[src/rtl/degree_limited_link_matrix_assert.svh]
// Assertion macros used by the link matrix RTL.
`ifndef DEGREE_LIMITED_LINK_MATRIX_ASSERT_SVH
`define DEGREE_LIMITED_LINK_MATRIX_ASSERT_SVH
`ifndef SYNTHESIS
`define DLL_ASSERT(label, prop, msg) \
	label: assert property (@(posedge clk) disable iff (!arst_n) prop) else $error(msg);
`define DLL_ASSERT_ALWAYS(label, prop, msg) \
	label: assert property (@(posedge clk) prop) else $error(msg);
`else
`define DLL_ASSERT(label, prop, msg)
`define DLL_ASSERT_ALWAYS(label, prop, msg)
`endif
`endif

[src/rtl/dll_ram.sv]
`default_nettype none
module dll_ram #(
	parameter int AW = 6,
	parameter int DW = 10
) (
	input  wire logic          clk,
	input  wire logic          we,
	input  wire logic [AW-1:0] waddr,
	input  wire logic [DW-1:0] wdata,
	input  wire logic [AW-1:0] raddr,
	output logic      [DW-1:0] rdata
);
	logic [DW-1:0] mem [2**AW];

	always_ff @(posedge clk) begin
		if (we) begin
			mem[waddr] <= wdata;
		end
		rdata <= mem[raddr];
	end
endmodule
`default_nettype wire

[config.mk]
export PLATFORM = sky130hd
export DESIGN_NAME = dll_ram
export DESIGN_NICKNAME = d
export VERILOG_FILES = /design/src/rtl/degree_limited_link_matrix_assert.svh /design/src/rtl/dll_ram.sv
export SDC_FILE = /design/constraint.sdc
export NUM_CORES = 1
export LEC_CHECK = 0
export BUFFER_PORTS_ARGS = -buffer_cell sky130_fd_sc_hd__buf_4
export CELL_PAD_IN_SITES_DETAIL_PLACEMENT = 1
export CELL_PAD_IN_SITES_GLOBAL_PLACEMENT = 2
export CORE_MARGIN = 2
export CORE_UTILIZATION = 40
export CTS_BUF_LIST = sky130_fd_sc_hd__clkbuf_2
export DETAILED_ROUTE_END_ITERATION = 8
export PLACE_DENSITY_LB_ADDON = 0.1
export SLEW_MARGIN = 20
export SYNTH_ARGS = -nofsm -noshare
export SYNTH_HDL_FRONTEND = slang
export SYNTH_SLANG_ARGS = --single-unit
export TNS_END_PERCENT = 100
[constraint.sdc]
create_clock -name clk -period 4.5 [get_ports clk]
set_clock_uncertainty 0.1 [all_clocks]
set_input_delay 0.9 -clock clk [delete_from_list [all_inputs] [get_ports clk]]
set_output_delay 0.9 -clock clk [all_outputs]
set_load 0.01 [all_outputs]
==> results.toml <==
[cts]
cts_max_level = 4
clk_pin_slew_ns = 0.10
cts_buffers = 168
root_buffer = "clkbuf_2"
cts_sinks = 650
clock_path_buffers = 3
clk_latency_ns = 1.34
cts_tree = "done"

[synth]
synth_flop_cell = "edfxtp_1"
synth-warning-count = 0
syn_inst = 1118
synth_edf_count = 640
synthTopCellsByArea = "edfxtp_1 77%, mux4_2 14%, mux2i_1 2.1%"
yosysSeqAreaShare_pct = 77.4
synthArstFlopShare_pct = 0
netlist_area_um2 = 25100
synth_nets = 1142
avgSynthCellArea_um2 = 22.5
synth_seq_cells = 650
synthDistinctLibCells = 37
yosys.area.top_type = "edfxtp_1"
synth_top_area_share_pct = 76.6

[power]
combPwrFrac_pct = 5.9
seqPwrFrac_pct = 59.0
switching_share_pct = 24.8
power.switching_mw = 2.82
power.density_nw_per_um2 = 399
ir_drop_mv = 0.235
p_clk_share_pct = 35.1
internal_power_mw = 8.57
p_leak_nw = 9.39

[die]
die_h_um = 255
row_count = 91
dieArea_um2 = 64800
ios = 34
start_util_pct = 40.6
coreArea_um2 = 61800
die_x_um = 255

[grt]
grt_pass1_vias = 13400
grt_pass1_wl_mm = 94.3
gr-total-overflow = 0
antenna_found_initial = 3
grtUsageTotal_pct = 21.0
grt_max_degree = 65

[setup_path]
worstSetupPathType = "flop to output pin"
crit_family = "flip-flops"
cpMaxStageDelayCell = "dfxtp_1"
worstSetupStartpointType = "flop"
cp.arrival_ns = 1.98
crit_required_ns = 3.50
cp_max_fo = 1
critPathLaunch = "rdata[6]$_DFF_P_"
reg2reg_depth = 5
path_depth = 1
cp-endpoint = "rdata[6]"
cp-end-kind = "output pin"
crit_chain = "buf_4"
path_buf_inv = 1
rr_startpoint = "mem[51][4]$_DFFE_PP_"
cpPeakStageDelay_ns = 0.49
reg2reg_slack_ns = 2.06
r2r-end = "rdata[4]$_DFF_P_"

[routing]
ant_nets = 0
wl_per_cell_um = 27.9
drt_iter0_drc = 971
route.detailed.drc = 0
via_per_inst = 5.31
first_pass_iters = 5
postRouteWirelength_mm = 64.9
vias = 12400

[placement]
dpl.cell_count = 2014
post-dp-hpwl_mm = 38.2
portBuffers = 33
routabilityCongestion = 0.736
placed_area_um2 = 26800

[sta]
max_freq_ghz = 0.335
setup_tns_ns = 0
relSlewSlack_pct = 38.3
period_needed_ns = 2.98
slew_viol_final = 0
rsz0062_at_grt = "false"
hold_violations = 0
tightest_slew_ns = 0.920
worst_hold_slack_ns = 0.209
setup_viol = 0
final.period_utilization_pct = 66.2

[min_path]
hold_path.class = "primary input to flop"

[final_layout]
nets = 1392
layout-drive-gt1-share_pct = 38.5
final_cells = 2328
stdcell_area_um2 = 28500
area_delta_synth_final_pct = 13.5
fillers = 5776

[flow_run]
maxCapViolCount = 0

[status]
status = "complete, no violations"
-- sequential cells by signal, indices dropped and copies added, names as in the netlist --
| name | flops |
|---|---|
| mem | 640 |
| rdata | 10 |
-- repair_timing --
action	CTS	global route
setup endpoints to repair	0	0
setup buffers	0	0
gates resized for setup	0	0
endpoints found under the hold margin	694	0
hold buffers	21	0
-- power groups by stage --
stage               clock [mW]  sequential, mW  combinational, mW
global route              4.45            6.72              0.726
finish                    4.00            6.71              0.675
floorplan                    0            6.85              0.358
global placement             0            6.85              0.674
CTS                       4.18            6.71              0.694
detailed placement           0            6.85              0.681
-- Yosys cell counts, types with 3 or more instances --
cell type	n
edfxtp_1	640
mux4_2	160
nor2_1	70
mux2i_1	52
clkbuf_1	25
buf_2	16
buf_4	15
o22ai_1	15
nor2b_1	12
dfxtp_1	10
a211oi_1	9
a22oi_1	9
nand2_1	8
mux2_2	7
nand3_1	7
a22o_1	6
nand2b_1	6
a2111oi_2	5
a221oi_1	5
mux2_4	5
and2_1	4
nand3b_1	4
o21ai_1	4
buf_1	3
o211ai_1	3
o31ai_1	3
-- kinds of logic after synthesis --
family / after synthesis / share of synthesized area (%)
simple gates: 119 / 2.18
flops: 650 / 77.4
buf+inv: 62 / 1.34
compound gates: 63 / 2.08
mux: 224 / 17.0
-- through the flow --
stage / total power [mW] / setup slack, ns / utilization [%]
CTS: 11.6 / 1.32 / 46.1
detailed placement: 7.53 / 0.828 / 43.3
global route: 11.9 / 1.37 / 46.1
finish: 11.4 / 1.52 / 46.1
global placement: 7.53 / 0.894 / 43.3
floorplan: 7.20 / 1.70 / -
-- metal layers --
layer | track usage, % | part of all wire [%] | up-vias
met2 | 32.1 | 48 | 363
met4 | 7.53 | 1.9 | 0
met3 | 5.73 | 5.4 | 76
li1 | - | - | 5313
met1 | 29.1 | 45 | 6614
met5 | 0 | 0 | -
-- cell usage in the layout (no fill, tap or decap), types with 5 or more instances in the layout --
cell           synthesis  routed
a2111oi_2              5       5
a211oi_1               9       9
a221oi_1               5       5
a22o_1                 6       6
a22oi_1                9       9
buf_12                 0       5
buf_4                 15     114
clkbuf_2               0     256
clkinv_1               0      17
clkinvlp_4             0       6
dfxtp_1               10      10
dlygate4sd3_1          0      21
edfxtp_1             640     640
mux2_2                 7       7
mux2_4                 5       5
mux2i_1               52      52
mux4_2               160     160
nand2_1                8       8
nand2b_1               6       6
nand3_1                7       7
nor2_1                70      70
nor2b_1               12      12
o22ai_1               15      15
-- cell type report --
class	instances	area [um2]	area share, %
tap	837	1050	3.67
antenna	4	10.0	0.0351
sequential	650	19400	68.1
clock inverter	33	204	0.716
clock buffer	256	1280	4.50
timing repair buffer	142	1190	4.18
multi-input combinational	406	5350	18.8
-- worst min-delay path by stage --
stage,startpoint,endpoint,slack [ns],depth (start not counted)
after floorplan,mem[6][2]$_DFFE_PP_,rdata[2]$_DFF_P_,0.71,4
after global placement,mem[39][6]$_DFFE_PP_,rdata[6]$_DFF_P_,0.79,4
after detailed placement,mem[39][6]$_DFFE_PP_,rdata[6]$_DFF_P_,0.80,4
after CTS,waddr[5],mem[40][1]$_DFFE_PP_,0.009,3
after global routing,waddr[3],mem[58][7]$_DFFE_PP_,0.09,3
final,waddr[3],mem[58][7]$_DFFE_PP_,0.21,3
No activity file was read; power rests on OpenSTA's default activity.
